File: config.mk
export PLATFORM = sky130hd
export DESIGN_NAME = multi_pin_integrating_debouncer_unit
export DESIGN_NICKNAME = d
export VERILOG_FILES = /design/src/mpid_pkg.sv /design/src/mpid_ctrl.sv /design/src/mpid_dp.sv /design/src/multi_pin_integrating_debouncer_unit.sv
export SDC_FILE = /design/constraint.sdc
export NUM_CORES = 1
export LEC_CHECK = 0
export ABC_AREA = 0
export ABC_CLOCK_PERIOD_IN_PS = 6080
export BUFFER_PORTS_ARGS = -buffer_cell sky130_fd_sc_hd__buf_2
export CORE_ASPECT_RATIO = 2
export CORE_MARGIN = 2
export CORE_UTILIZATION = 45
export DETAILED_ROUTE_END_ITERATION = 12
export PLACE_DENSITY = 0.67
export SLEW_MARGIN = 20
export SYNTH_ARGS = -nofsm -noshare
export SYNTH_HDL_FRONTEND = slang
export SYNTH_SLANG_ARGS = --single-unit
File: constraint.sdc
create_clock -name aclk -period 6.08 [get_ports aclk]
set_input_delay 0.608 -clock aclk [delete_from_list [all_inputs] [get_ports aclk]]
set_output_delay 0.608 -clock aclk [all_outputs]
set_load 0.05 [all_outputs]
File: src/mpid_pkg.sv
`timescale 1ns / 1ps
// ----------------------------------------------------------------------------
// mpid_pkg: shared types and constants of the multi-pin debouncer
// Holds the controller state type, the command and status bundles between
// controller and datapath, and the register map of the configuration port.
// ----------------------------------------------------------------------------
package mpid_pkg;

    // Fixed field widths of the item, result and configuration ports.
    localparam int PIN_W    = 9;
    localparam int LIMIT_W  = 16;
    localparam int INDEX_W  = 4;
    localparam int ADDR_W   = 3;
    localparam int PDATA_W  = 32;

    // Register map: register index is paddr[2].
    localparam logic REG_LIMIT = 1'b0;
    localparam logic REG_MASK  = 1'b1;

    localparam logic [LIMIT_W-1:0] LIMIT_RST = 16'h0000;
    localparam logic [PIN_W-1:0]   MASK_RST  = 9'h1E9;

    typedef enum logic [1:0] {
        ST_IDLE,
        ST_SCAN,
        ST_FLUSH
    } state_t;

    typedef struct packed {
        logic load;   // capture the item and restart the pin scan
        logic scan;   // process the current pin
        logic flush;  // release the held event as the last of the tick
    } cmd_t;

    typedef struct packed {
        logic stall;       // current pin has an event but nowhere to put it
        logic scan_last;   // current pin is the highest one
        logic pend_valid;  // an event is held back awaiting the last-flag
        logic out_free;    // output register can take a new event
    } sts_t;

endpackage

File: src/mpid_ctrl.sv
`timescale 1ns / 1ps
// ----------------------------------------------------------------------------
// mpid_ctrl: sequencing controller
// Accepts one tick at a time, steps the datapath through the pins and then
// releases the held change event with its last-flag set.
// ----------------------------------------------------------------------------
module mpid_ctrl (
    input  logic           aclk,
    input  logic           aresetn,
    input  logic           s_valid,
    output logic           s_ready,
    output mpid_pkg::cmd_t cmd,
    input  mpid_pkg::sts_t sts
);
    import mpid_pkg::*;

    state_t state_reg;
    state_t state_next;

    always_ff @(posedge aclk) begin
        if (!aresetn) begin
            state_reg <= ST_IDLE;
        end else begin
            state_reg <= state_next;
        end
    end

    always_comb begin
        state_next = state_reg;
        unique case (state_reg)
            ST_IDLE: begin
                if (s_valid) begin
                    state_next = ST_SCAN;
                end
            end
            ST_SCAN: begin
                if (!sts.stall && sts.scan_last) begin
                    state_next = ST_FLUSH;
                end
            end
            ST_FLUSH: begin
                if (!sts.pend_valid || sts.out_free) begin
                    state_next = ST_IDLE;
                end
            end
            default: begin
                state_next = ST_IDLE;
            end
        endcase
    end

    always_comb begin
        s_ready   = 1'b0;
        cmd.load  = 1'b0;
        cmd.scan  = 1'b0;
        cmd.flush = 1'b0;
        unique case (state_reg)
            ST_IDLE: begin
                s_ready  = 1'b1;
                cmd.load = s_valid;
            end
            ST_SCAN: begin
                cmd.scan = 1'b1;
            end
            ST_FLUSH: begin
                cmd.flush = 1'b1;
            end
            default: begin
                s_ready = 1'b0;
            end
        endcase
    end

`ifndef SYNTHESIS
    a_idle_no_pending: assert property (@(posedge aclk) disable iff (!aresetn)
        (state_reg == ST_IDLE) |-> !sts.pend_valid)
        else $error("event still held while idle");

    a_load_starts_scan: assert property (@(posedge aclk) disable iff (!aresetn)
        cmd.load |=> (state_reg == ST_SCAN))
        else $error("accepted item did not start a scan");

    a_stall_holds_scan: assert property (@(posedge aclk) disable iff (!aresetn)
        (state_reg == ST_SCAN && sts.stall) |=> (state_reg == ST_SCAN))
        else $error("scan left while stalled");
`endif

endmodule

File: src/mpid_dp.sv
`timescale 1ns / 1ps
// ----------------------------------------------------------------------------
// mpid_dp: per-pin integrator datapath
// Holds the counters and debounced states, updates one pin per step, and
// keeps one event back so that the final event of a tick can be marked.
// ----------------------------------------------------------------------------
module mpid_dp #(
    parameter int NUM_PINS      = 9,
    parameter int COUNTER_WIDTH = 16
) (
    input  logic                          aclk,
    input  logic                          aresetn,
    input  mpid_pkg::cmd_t                cmd,
    output mpid_pkg::sts_t                sts,
    input  logic                          s_port_open,
    input  logic [mpid_pkg::PIN_W-1:0]    s_pin_levels,
    input  logic [mpid_pkg::LIMIT_W-1:0]  limit,
    input  logic [mpid_pkg::PIN_W-1:0]    mask,
    output logic                          m_valid,
    input  logic                          m_ready,
    output logic [mpid_pkg::INDEX_W-1:0]  m_pin_index,
    output logic                          m_new_level,
    output logic                          m_last_event
);
    import mpid_pkg::*;

    localparam int IDX_W = (NUM_PINS > 1) ? $clog2(NUM_PINS) : 1;
    localparam int CMP_W = (COUNTER_WIDTH > LIMIT_W) ? COUNTER_WIDTH : LIMIT_W;
    localparam logic [CMP_W-1:0] CNT_MAX  = CMP_W'({COUNTER_WIDTH{1'b1}});
    localparam logic [IDX_W-1:0] LAST_IDX = IDX_W'(NUM_PINS - 1);

    logic [COUNTER_WIDTH-1:0] cnt_reg [NUM_PINS];
    logic [NUM_PINS-1:0]      deb_reg;
    logic [IDX_W-1:0]         idx_reg;
    logic [PIN_W-1:0]         levels_reg;
    logic                     open_reg;
    logic                     pend_valid_reg;
    logic [IDX_W-1:0]         pend_idx_reg;
    logic                     pend_lvl_reg;
    logic                     out_valid_reg;
    logic [INDEX_W-1:0]       out_idx_reg;
    logic                     out_lvl_reg;
    logic                     out_last_reg;

    logic [4:0]               idx5;
    logic [31:0]              lvl32;
    logic [31:0]              msk32;
    logic [31:0]              pidx32;
    logic                     pin_lvl;
    logic                     pin_en;
    logic [COUNTER_WIDTH-1:0] cnt_cur;
    logic [CMP_W-1:0]         cnt_ext;
    logic [CMP_W-1:0]         lim_ext;
    logic [CMP_W-1:0]         lim_eff;
    logic                     deb_cur;
    logic [COUNTER_WIDTH-1:0] cnt_next;
    logic                     deb_next;
    logic                     event_hit;
    logic                     out_free;
    logic                     stall;
    logic                     step;
    logic                     flush_move;
    logic                     out_load;
    logic                     out_last_next;

    assign idx5    = 5'(idx_reg);
    assign lvl32   = 32'(levels_reg);
    assign msk32   = 32'(mask);
    assign pidx32  = 32'(pend_idx_reg);
    assign pin_lvl = lvl32[idx5];
    assign pin_en  = open_reg & msk32[idx5];
    assign cnt_cur = cnt_reg[idx_reg];
    assign deb_cur = deb_reg[idx_reg];
    assign cnt_ext = CMP_W'(cnt_cur);
    assign lim_ext = CMP_W'(limit);
    assign lim_eff = (lim_ext > CNT_MAX) ? CNT_MAX : lim_ext;

    // A counter that is moving absorbs the level; only a counter that sits
    // at its end lets the debounced state follow.
    always_comb begin
        cnt_next  = cnt_cur;
        deb_next  = deb_cur;
        event_hit = 1'b0;
        if (pin_en) begin
            if (pin_lvl) begin
                if (cnt_ext < lim_eff) begin
                    cnt_next = COUNTER_WIDTH'(cnt_cur + 1'b1);
                end else if (!deb_cur) begin
                    deb_next  = 1'b1;
                    event_hit = 1'b1;
                end
            end else begin
                if (cnt_cur != '0) begin
                    cnt_next = COUNTER_WIDTH'(cnt_cur - 1'b1);
                end else if (deb_cur) begin
                    deb_next  = 1'b0;
                    event_hit = 1'b1;
                end
            end
        end
    end

    assign out_free      = !out_valid_reg || m_ready;
    assign stall         = event_hit && pend_valid_reg && !out_free;
    assign step          = cmd.scan && !stall;
    assign flush_move    = cmd.flush && pend_valid_reg && out_free;
    assign out_load      = (step && event_hit && pend_valid_reg) || flush_move;
    assign out_last_next = flush_move;

    assign sts.stall      = stall;
    assign sts.scan_last  = (idx_reg == LAST_IDX);
    assign sts.pend_valid = pend_valid_reg;
    assign sts.out_free   = out_free;

    always_ff @(posedge aclk) begin
        if (!aresetn) begin
            for (int i = 0; i < NUM_PINS; i++) begin
                cnt_reg[i] <= '0;
            end
            deb_reg        <= '0;
            idx_reg        <= '0;
            open_reg       <= 1'b0;
            pend_valid_reg <= 1'b0;
            out_valid_reg  <= 1'b0;
        end else begin
            if (cmd.load) begin
                idx_reg        <= '0;
                open_reg       <= s_port_open;
                pend_valid_reg <= 1'b0;
            end else if (step) begin
                cnt_reg[idx_reg] <= cnt_next;
                deb_reg[idx_reg] <= deb_next;
                if (idx_reg != LAST_IDX) begin
                    idx_reg <= idx_reg + 1'b1;
                end
                if (event_hit) begin
                    pend_valid_reg <= 1'b1;
                end
            end else if (flush_move) begin
                pend_valid_reg <= 1'b0;
            end
            if (out_load) begin
                out_valid_reg <= 1'b1;
            end else if (m_ready) begin
                out_valid_reg <= 1'b0;
            end
        end
    end

    always_ff @(posedge aclk) begin
        if (cmd.load) begin
            levels_reg <= s_pin_levels;
        end
        if (step && event_hit) begin
            pend_idx_reg <= idx_reg;
            pend_lvl_reg <= deb_next;
        end
        if (out_load) begin
            out_idx_reg  <= pidx32[INDEX_W-1:0];
            out_lvl_reg  <= pend_lvl_reg;
            out_last_reg <= out_last_next;
        end
    end

    assign m_valid      = out_valid_reg;
    assign m_pin_index  = out_idx_reg;
    assign m_new_level  = out_lvl_reg;
    assign m_last_event = out_last_reg;

`ifndef SYNTHESIS
    a_flush_empties: assert property (@(posedge aclk) disable iff (!aresetn)
        flush_move |=> !pend_valid_reg)
        else $error("held event not released by flush");

    a_idx_in_range: assert property (@(posedge aclk) disable iff (!aresetn)
        idx_reg <= LAST_IDX)
        else $error("pin index beyond the last pin");

    a_stall_keeps_pin: assert property (@(posedge aclk) disable iff (!aresetn)
        (cmd.scan && stall) |=> ($stable(idx_reg) && pend_valid_reg))
        else $error("pin advanced or event dropped during a stall");
`endif

endmodule

File: src/multi_pin_integrating_debouncer_unit.sv
`timescale 1ns / 1ps
// ----------------------------------------------------------------------------
// multi_pin_integrating_debouncer_unit: integrating debouncer for serial pins
// Each item is one sampling tick; each enabled pin integrates its raw level
// and emits a change event when its debounced state flips.
// ----------------------------------------------------------------------------
// Sequence: a tick is taken in the idle state, then the pins are scanned one
// per cycle through the single shared per-pin update step and a flush step
// releases the final event into the output register. A new tick is taken
// only after the flush; while a held-back event waits on a busy output, the
// scan (when the current pin has an event) or the flush stalls.
// Reset: counters and debounced states go to zero, the limit to 0 and the
// enable mask to 0x1E9; no clearing pass is needed.
// ----------------------------------------------------------------------------
module multi_pin_integrating_debouncer_unit #(
    parameter int NUM_PINS      = 9,
    parameter int COUNTER_WIDTH = 16
) (
    input  logic                           aclk,
    input  logic                           aresetn,
    // Configuration port.
    input  logic                           psel,
    input  logic                           penable,
    input  logic                           pwrite,
    input  logic [mpid_pkg::ADDR_W-1:0]    paddr,
    input  logic [mpid_pkg::PDATA_W-1:0]   pwdata,
    output logic [mpid_pkg::PDATA_W-1:0]   prdata,
    output logic                           pready,
    // Tick input.
    input  logic                           s_valid,
    output logic                           s_ready,
    input  logic                           s_port_open,
    input  logic [mpid_pkg::PIN_W-1:0]     s_pin_levels,
    // Change events.
    output logic                           m_valid,
    input  logic                           m_ready,
    output logic [mpid_pkg::INDEX_W-1:0]   m_pin_index,
    output logic                           m_new_level,
    output logic                           m_last_event
);
    import mpid_pkg::*;

    logic [LIMIT_W-1:0] limit_reg;
    logic [PIN_W-1:0]   mask_reg;
    logic               reg_idx;
    logic               cfg_write;
    cmd_t               cmd;
    sts_t               sts;

    // The register index is the word address; the byte offset bits are
    // ignored, so every address decodes to one of the two registers.
    assign reg_idx   = paddr[2];
    assign cfg_write = psel && penable && pwrite;
    assign pready    = 1'b1;

    always_ff @(posedge aclk) begin
        if (!aresetn) begin
            limit_reg <= LIMIT_RST;
            mask_reg  <= MASK_RST;
        end else if (cfg_write) begin
            unique case (reg_idx)
                REG_LIMIT: limit_reg <= pwdata[LIMIT_W-1:0];
                REG_MASK:  mask_reg  <= pwdata[PIN_W-1:0];
                default:   limit_reg <= limit_reg;
            endcase
        end
    end

    // Read-back is combinational; the port never inserts wait states.
    always_comb begin
        unique case (reg_idx)
            REG_LIMIT: prdata = PDATA_W'(limit_reg);
            REG_MASK:  prdata = PDATA_W'(mask_reg);
            default:   prdata = '0;
        endcase
    end

    // The controller only sequences; every piece of per-pin state and the
    // output register live in the datapath.
    mpid_ctrl u_ctrl (
        .aclk    (aclk),
        .aresetn (aresetn),
        .s_valid (s_valid),
        .s_ready (s_ready),
        .cmd     (cmd),
        .sts     (sts)
    );

    mpid_dp #(
        .NUM_PINS      (NUM_PINS),
        .COUNTER_WIDTH (COUNTER_WIDTH)
    ) u_dp (
        .aclk         (aclk),
        .aresetn      (aresetn),
        .cmd          (cmd),
        .sts          (sts),
        .s_port_open  (s_port_open),
        .s_pin_levels (s_pin_levels),
        .limit        (limit_reg),
        .mask         (mask_reg),
        .m_valid      (m_valid),
        .m_ready      (m_ready),
        .m_pin_index  (m_pin_index),
        .m_new_level  (m_new_level),
        .m_last_event (m_last_event)
    );

endmodule
Word level (Yosys, flattened, before mapping) --
Memory sizes are Yosys's and may differ from the RTL's. A register that Yosys moved wholly into a read port is not among the register bits. Index checks and enable logic that the tools add are counted.
Operators by class: bitwise operators 4, reduce and logical (&&, ||, !) cells 30, multiplexer cells 48, add/sub/neg operators 3, $lt $le $gt $ge 5, equal/unequal tests 8
Operators with widths (number):
- $mux 16 | 6
- $pmux 32 s2 | 1
- $mux 1 | 29
- $add 16x1->16 const B | 1
- $gt 16x16->1 const B | 1
- $lt 16x16->1 | 1
- $reduce_bool 16->1 | 1
- $reduce_or 16->1 | 1
- $sub 16x1->16 const B | 1
- $bmux 1 s4 | 3
- $mux 4 | 3
- $logic_and 1x1->1 | 11
- $reduce_and 2->1 | 5
- $bwmux 9 | 1
- $lt 4x6->1 const B | 1
- $mux 2 | 3
- $ne 2x1->1 const B | 3
- $pmux 2 s3 | 1
- $lt 4x5->1 const B | 1
- $add 4x1->4 const B | 1
- $demux 1 s4 | 1
- $eq 4x4->1 const B | 1
- $ge 4x1->1 const B | 1
- $logic_not 1->1 | 4
- 11 further kinds | 16
Word-level totals: register bits after elaboration 63, logic and storage cells 113, output and inout bits 41, RAM bits 144, input bits 52, memories kept 1
Memories:
- u_dp.cnt_reg | depth 9, width 16, read ports 1, clocked after Yosys merged registers in 1, write ports 9, RTL line mpid_dp.sv:32 | logic [COUNTER_WIDTH-1:0] cnt_reg [NUM_PINS];

Logic depth before layout (Yosys ltp) --
Gate-level depths: netlist of run 1.
word-level depth 16, depth in mapped cells 19, mapped depth without buffers 13

By module --
From an unflattened synthesis of run 1, not the netlist that was laid out.
Second synthesis, totals: cells, all modules 1095, area, all modules 15060.7 um^2
Modules (own cells, without submodules):
- mpid_dp | cells an instance 939, instances 1, sequential area each 8688.3 um^2, area an instance 13606.8 um^2
- multi_pin_integrating_debouncer_unit | cells an instance 144, instances 1, sequential area each 500.5 um^2, area an instance 1328.8 um^2
- mpid_ctrl | cells an instance 12, instances 1, sequential area each 40.0 um^2, area an instance 125.1 um^2

Worst setup path after synthesis of run 1 --
No wires, ideal clock.
path kind register to register, start point reg (tool-made name), end point mem u_dp.cnt_reg[14][0] (enable), slack 1.180 ns, period minus slack after synthesis 4.900 ns, setup time 0.388 ns, stages on the path, launching flop included 17, data arrival time 4.511 ns, cells stage by stage dfxtp_1 > buf_2 > buf_6 > buf_6 > buf_4 > mux4_2 > mux4_2 > ha_1 > nor3_1 > nor2_1 > o211ai_1 > o2111ai_1 > a41o_1 > a21oi_1 > clkbuf_1 > nand3_1 > nor2_1
RTL lines (RTL line):
- end: declaration | mpid_dp.sv:32

==> results of run 1 <==
[cells by family (layout without fill, tap and decap cells)]
family / count (synthesis) / after routing
and+or+nand+nor: 396 / 396
AOI/OAI and AO/OA: 157 / 157
other: 2 / 18
adders and majority gates: 21 / 21
muxes: 94 / 94
xor gates and xnor gates: 9 / 9
DFF: 323 / 323
buffers and inverters: 118 / 197
[power by group]
part           internal (mW)  switching [mW]
registers               2.47          0.0234
logic                  0.164           0.328
clock network          0.947           0.785
total                   3.58            1.14
[worst max-delay path, cell delays in order, from the launching register on]
cell and delay, ns:
dfxtp_4 0.62, mux4_2 0.58, and2_0 0.17, o21ai_0 0.43, nand2_1 0.34, ha_1 0.37, nand2_1 0.06, nor3_1 0.37
o211ai_1 0.18, o2111ai_1 0.57, nor4_1 0.14, buf_4 0.18, a21o_4 0.23, a211oi_4 0.48, inv_1 0.21
[final timing paths]
kind / start / end / slack [ns]
max: flop / u_dp.cnt_reg[11][14] / 0.82
min: s_pin_levels[1] / u_dp.levels_reg[1] / 0.23
max reg2reg: flop / u_dp.cnt_reg[11][14] / 0.82
min reg2reg: u_dp.pend_idx_reg[3] / u_dp.m_pin_index[3] / 0.42
[metal layers]
layer | track usage, % | share of wire [%]
met2 | 43.6 | 56
met3 | 2.19 | 5.2
met1 | 22.4 | 33
met5 | 0 | 0
met4 | 12.4 | 5.4
[per-stage QoR]
| step | worst slack, ns | cell area, sq um | power (mW) | instances |
|---|---|---|---|---|
| final | 0.818 | 16600 | 4.71 | 1647 |
| after global routing | 0.411 | 16600 | 4.85 | 1647 |
| after CTS | 0.761 | 16600 | 4.74 | 1646 |
| after detailed placement | 0.821 | 15700 | 3.03 | 1598 |
| after global placement | 0.946 | 15700 | 3.01 | 1598 |
| after floorplan | 1.18 | 14900 | 2.88 | 1135 |
[layout by cell type, fill, tap and decap left out, types with 4 or more instances in the layout]
cell and n:
a21boi_0 24, a21oi_1 45, a221oi_1 4, a22oi_1 21, and2_1 6, and3_1 7
buf_2 57, buf_4 52, clkbuf_16 27, clkinv_1 6, clkinv_2 4, clkinvlp_4 4
conb_1 17, dfxtp_1 45, edfxtp_1 276, ha_1 21, inv_1 39, mux2i_1 27
mux4_2 65, nand2_1 132, nand2b_1 7, nand3_1 29, nand3b_1 5, nand4_1 14
nor2_1 138, nor2b_1 10, nor3_1 7, nor3_2 9, nor4_1 8, o21a_1 4
o21ai_0 18, or3_1 5
[final cells by class]
type / instances / area, sq um / area share, %
diodes: 1 / 2.50 / 0.0151
clock buffers: 29 / 683 / 4.11
clock inverters: 19 / 188 / 1.13
repair buffers: 110 / 696 / 4.18
flip-flops and latches: 323 / 9230 / 55.5
inverters: 39 / 146 / 0.881
multi-input cells: 694 / 5130 / 30.9
well taps: 432 / 541 / 3.25
==> flow_summary.ini, run 1 <==
[status]
outcome = finished, final reports clean

[logic_synthesis]
synthFlopType = edfxtp_1
synth_commonest_cells = edfxtp_1, nor2_1, nand2_1
synth_xor_area_share_pct = 0.731
synth_area_sq_um = 14900
yosysSeqAreaShare_pct = 62.0
synth_most_common_cell = edfxtp_1
synth_cell_types = 74
synth_compound_area_share_pct = 7.34
synth_enable_flop_cells = 276
synth-seq-cells = 323
syn_area_per_cell_sq_um = 13.3
syn_inst = 1120
synth_fa_ha_area_share_pct = 1.77
post-synth-top-area-cell = edfxtp_1
synth.area.mux_share_pct = 11.8
async_reset_ff_share_pct = 0
synth_simple_gate_area_share_pct = 12.4
synthTopCellsByArea = edfxtp_1, mux4_2, dfxtp_1, nor2_1, nand2_1
synth.yosys.warnings = 0
synth_top_area_share_pct = 55.7
synth_top_family_by_area = simple AND/OR/NAND/NOR gates

[final_layout]
final_util_pct = 50.8
fin_nets = 1267
area_growth_pct = 11.7
nFillCells = 2938
largest_register_ffs = 256
post_route_cells_drive_above_1_share_pct = 20.7

[critical_path]
worstSetupPathType = reg2reg
endpoint_kind = flop
cp.required_ns = 6.33
rr_worst_depth = 14
path_max_fanout = 20
crit_arrival_ns = 5.51
start_kind = flop

[route]
via_per_inst = 5.80
via_count = 9557
drt_first_pass_iters = 5
wire_per_inst_um = 23.1
routed_wl_um = 38000
first_iter_violations = 588
drtAntennaViolNets = 0
drc = 0

[floorplanning]
die_h_um = 261
core_area_sq_um = 32700
num_io_pins = 93
die-area_sq_um = 34600
num_rows = 94
dieWidth_um = 133
start_util_pct = 45.5

[min_path]
whs_path_depth = 1
hp-class = in2reg

[clock_tree]
cts_buffers = 26
cts_buffer_depth = 3
clk_pin_slew_worst_paths_ns = 0.08
clk_latency_ns = 0.56
clkSinkCount = 323
post_cts_resized = 0
hold_buffers = 0
cts.htree.levels = 1
cts_root_buf = clkbuf_16
cts_tree = yes
post-cts-setup-buffers = 0

[timing]
timing.hold.ws_ns = 0.230
slew-limit-headroom_pct = 32.6
period_minus_slack_ns = 5.26
drv_slew = 0
period_share_pct = 86.5
fmax_ghz = 0.190
setup_violations = 0
rsz0062_at_grt = no
hold_viol = 0
setup_tns_ns = 0
worstMarginPinSlew_ns = 1.01
skew_ns = 0.0270

[pwr]
total_leakage_power_nw = 5.87
powerDensity_nw_per_um2 = 284
peakVddDrop_v = 0.000266

[global_route]
first_global_vias = 9841
grt_pass1_wl_um = 57000
grt_max_degree = 59
grt_use_total_pct = 22.1
antenna_found_initial = 2
grt_remaining_overflow = 0

[place]
dp_hpwl_um = 26900
gp_congestion = 0.891
port_buffers = 57

[run]
drv_cap = 0
Note: power is estimated with default switching activity, not from simulation.
==> run 2: changes to the inputs <==
--- a/config.mk
+++ b/config.mk
@@ -5,7 +5,7 @@
 export SDC_FILE = /design/constraint.sdc
 export NUM_CORES = 1
 export LEC_CHECK = 0
-export ABC_AREA = 0
+export ABC_AREA = 1
 export ABC_CLOCK_PERIOD_IN_PS = 6080
 export BUFFER_PORTS_ARGS = -buffer_cell sky130_fd_sc_hd__buf_2
 export CORE_ASPECT_RATIO = 2
@@ -13,7 +13,6 @@
 export CORE_UTILIZATION = 45
 export DETAILED_ROUTE_END_ITERATION = 12
 export PLACE_DENSITY = 0.67
-export SLEW_MARGIN = 20
 export SYNTH_ARGS = -nofsm -noshare
 export SYNTH_HDL_FRONTEND = slang
 export SYNTH_SLANG_ARGS = --single-unit
==> run 2 against run 1 <==
Non-clock buffer count fell by 11. Critical path type unchanged. Via count up 23%. Largest power group unchanged. Sequential share of layout area down 1.9 points. Die area is 6.4% higher.
==> flow_summary.ini, run 2 <==
[logic_synthesis]
synth_simple_gate_area_share_pct = 20.3
synth_compound_area_share_pct = 11.2
syn_inst = 1582
synth_enable_flop_cells = 276
yosysSeqAreaShare_pct = 58.2
synth_commonest_cells = nor2_1, edfxtp_1, nand2_1
synth.yosys.warnings = 0
synth_top_area_share_pct = 52.3
synth_most_common_cell = nor2_1
synth_area_sq_um = 15900
synth_top_family_by_area = simple AND/OR/NAND/NOR gates
synth_xor_area_share_pct = 0.820
async_reset_ff_share_pct = 0
synth-seq-cells = 323
syn_area_per_cell_sq_um = 10.0
synth_fa_ha_area_share_pct = 1.66
synthFlopType = edfxtp_1
synthTopCellsByArea = edfxtp_1, nor2_1, dfxtp_1, o21ai_0, nand2_1
synth.area.mux_share_pct = 0
synth_cell_types = 57
post-synth-top-area-cell = edfxtp_1

[final_layout]
post_route_cells_drive_above_1_share_pct = 14.7
antenna_cells = 0
largest_register_ffs = 256
fin_nets = 1696
area_growth_pct = 8.46
final_util_pct = 49.4
final_cell_mix = nor2_1, edfxtp_1, nand2_1, o21ai_0, inv_1
final_common_cell = nor2_1

[critical_path]
path_max_fanout = 114
worstSetupPathType = reg2reg
cpMaxStageDelayCell = dfxtp_4
cp.required_ns = 6.47
path_buf_inv = 4
crit_family = simple AND/OR/NAND/NOR gates
slowest_delay_ns = 0.83
cpMostUsedCell = nand3_1
endpoint_kind = flop
crit_chain = inv_8, nor2_1, nor2_1, o21ai_0, o211ai_1, nand3_1, nand2_4, ha_1, nand2_1, inv_1, nand3_1, a31oi_1, a2111oi_0, buf_4, a21boi_1, nand3_1, nand2_1, nand3_1, nand2_1, clkinv_1, nor2_1
crit_arrival_ns = 5.65
start_kind = flop

[pwr]
powerDensity_nw_per_um2 = 291
total_leakage_power_nw = 6.38
peakVddDrop_v = 0.000290
p_total_mw = 5.01

[global_route]
grt_remaining_overflow = 0
first_global_vias = 11500
grt_use_total_pct = 22.8
grt_pass1_wl_um = 64300
antenna_found_initial = 0
grt_max_degree = 115

[floorplanning]
dieWidth_um = 137
num_rows = 97
start_util_pct = 45.5
num_io_pins = 93
die_h_um = 270
die-area_sq_um = 36900
core_area_sq_um = 34800

[route]
wire_per_inst_um = 19.9
drc = 0
first_iter_violations = 939
wl_met1_um = 15000
via_per_inst = 5.63
drt_first_pass_iters = 5
drtAntennaViolNets = 0
via_count = 11800
routed_wl_um = 41600
dr_wl_met3_um = 2430
dr_wl_met2_um = 22300
top_layer_used = met4

[status]
outcome = finished, final reports clean

[clock_tree]
post_cts_resized = 0
hold_buffers = 0
cts_buffers = 25
post-cts-setup-buffers = 0
cts.htree.levels = 1
clk_latency_ns = 0.55
cts_root_buf = clkbuf_16
cts_tree = yes
clk_pin_slew_worst_paths_ns = 0.08
clkSinkCount = 323
cts_buffer_depth = 3

[timing]
drv_slew = 0
worstMarginPinSlew_ns = 1.06
period_share_pct = 86.5
hold_viol = 0
rsz0062_at_grt = no
period_minus_slack_ns = 5.26
slew-limit-headroom_pct = 29.1
skew_ns = 0.0183
fmax_ghz = 0.190
setup_violations = 0
setup_tns_ns = 0

[run]
drv_cap = 0

[min_path]
hold_start = s_pin_levels[6]
hp-class = in2reg

[place]
gp_congestion = 0.949
dp_hpwl_um = 27200
port_buffers = 57
-- run 2: changes by cell type in the layout (fill, tap and decap cells not counted), moves of 21 or more --
| cell | delta |
|---|---|
| a22oi_1 | -21 |
| a21boi_0 | -23 |
| inv_1 | +55 |
| o21ai_0 | +126 |
| nor2_1 | +211 |
| o211ai_1 | +59 |
| nand2_1 | +35 |
| mux2i_1 | -27 |
| mux4_2 | -65 |
| o21ai_1 | +33 |
| nand3_1 | +56 |
-- run 2: through the flow --
stage | worst slack, ns | area [sq um] | hold WS (ns) | std cells
after floorplan | 1.57 | 15900 | 0.400 | 1597
after global placement | 1.00 | 16300 | 0.406 | 2041
after detailed placement | 0.881 | 16300 | 0.406 | 2041
after CTS | 0.871 | 17200 | 0.231 | 2087
after global routing | 0.434 | 17200 | 0.233 | 2087
final | 0.822 | 17200 | 0.244 | 2087
-- run 2: kinds of logic after synthesis --
group | after synthesis
flops | 323
compound gates | 306
buf+inv | 214
simple gates | 702
xor+xnor | 14
fa+ha+maj | 21
other cells | 2
-- run 2: cell type report --
type,count,area [sq um]
clock buffer,28,637
clock inverter,18,221
fill,3103,17600
multi-input combinational,1060,5500
sequential,323,9240
inverter,114,442
tap,445,557
timing repair buffer,99,613
-- run 2: path summary, 6_finish.rpt --
check	end	slack (ns)	cells past startpoint
min	u_dp.levels_reg[6]	0.24	1
min reg2reg	u_dp.m_new_level	0.42	0
max reg2reg	u_dp.cnt_reg[7][11]	0.82	21
max	u_dp.cnt_reg[7][11]	0.82	21
-- run 2: worst register-to-register path: cells and delay by family (launching register included) --
family / cells / cell delay (ns)
buffers and inverters: 4 / 1.10
flip-flops: 1 / 0.83
adder cells (fa/ha/maj): 1 / 0.32
AND/OR/NAND/NOR: 11 / 1.67
AO/OA/AOI/OAI: 5 / 1.15
-- run 2: power breakdown --
| part | total [mW] | internal (mW) | switching (mW) |
|---|---|---|---|
| logic | 0.753 | 0.199 | 0.553 |
| clock network | 1.74 | 0.971 | 0.766 |
| registers | 2.52 | 2.49 | 0.0304 |
| total | 5.01 | 3.66 | 1.35 |
-- run 2: per-layer routing --
| layer | global-route usage (%) | up-vias |
|---|---|---|
| li1 | - | 5491 |
| met5 | 0 | - |
| met3 | 2.76 | 124 |
| met4 | 10.4 | 0 |
| met1 | 25.8 | 5648 |
| met2 | 41.7 | 491 |
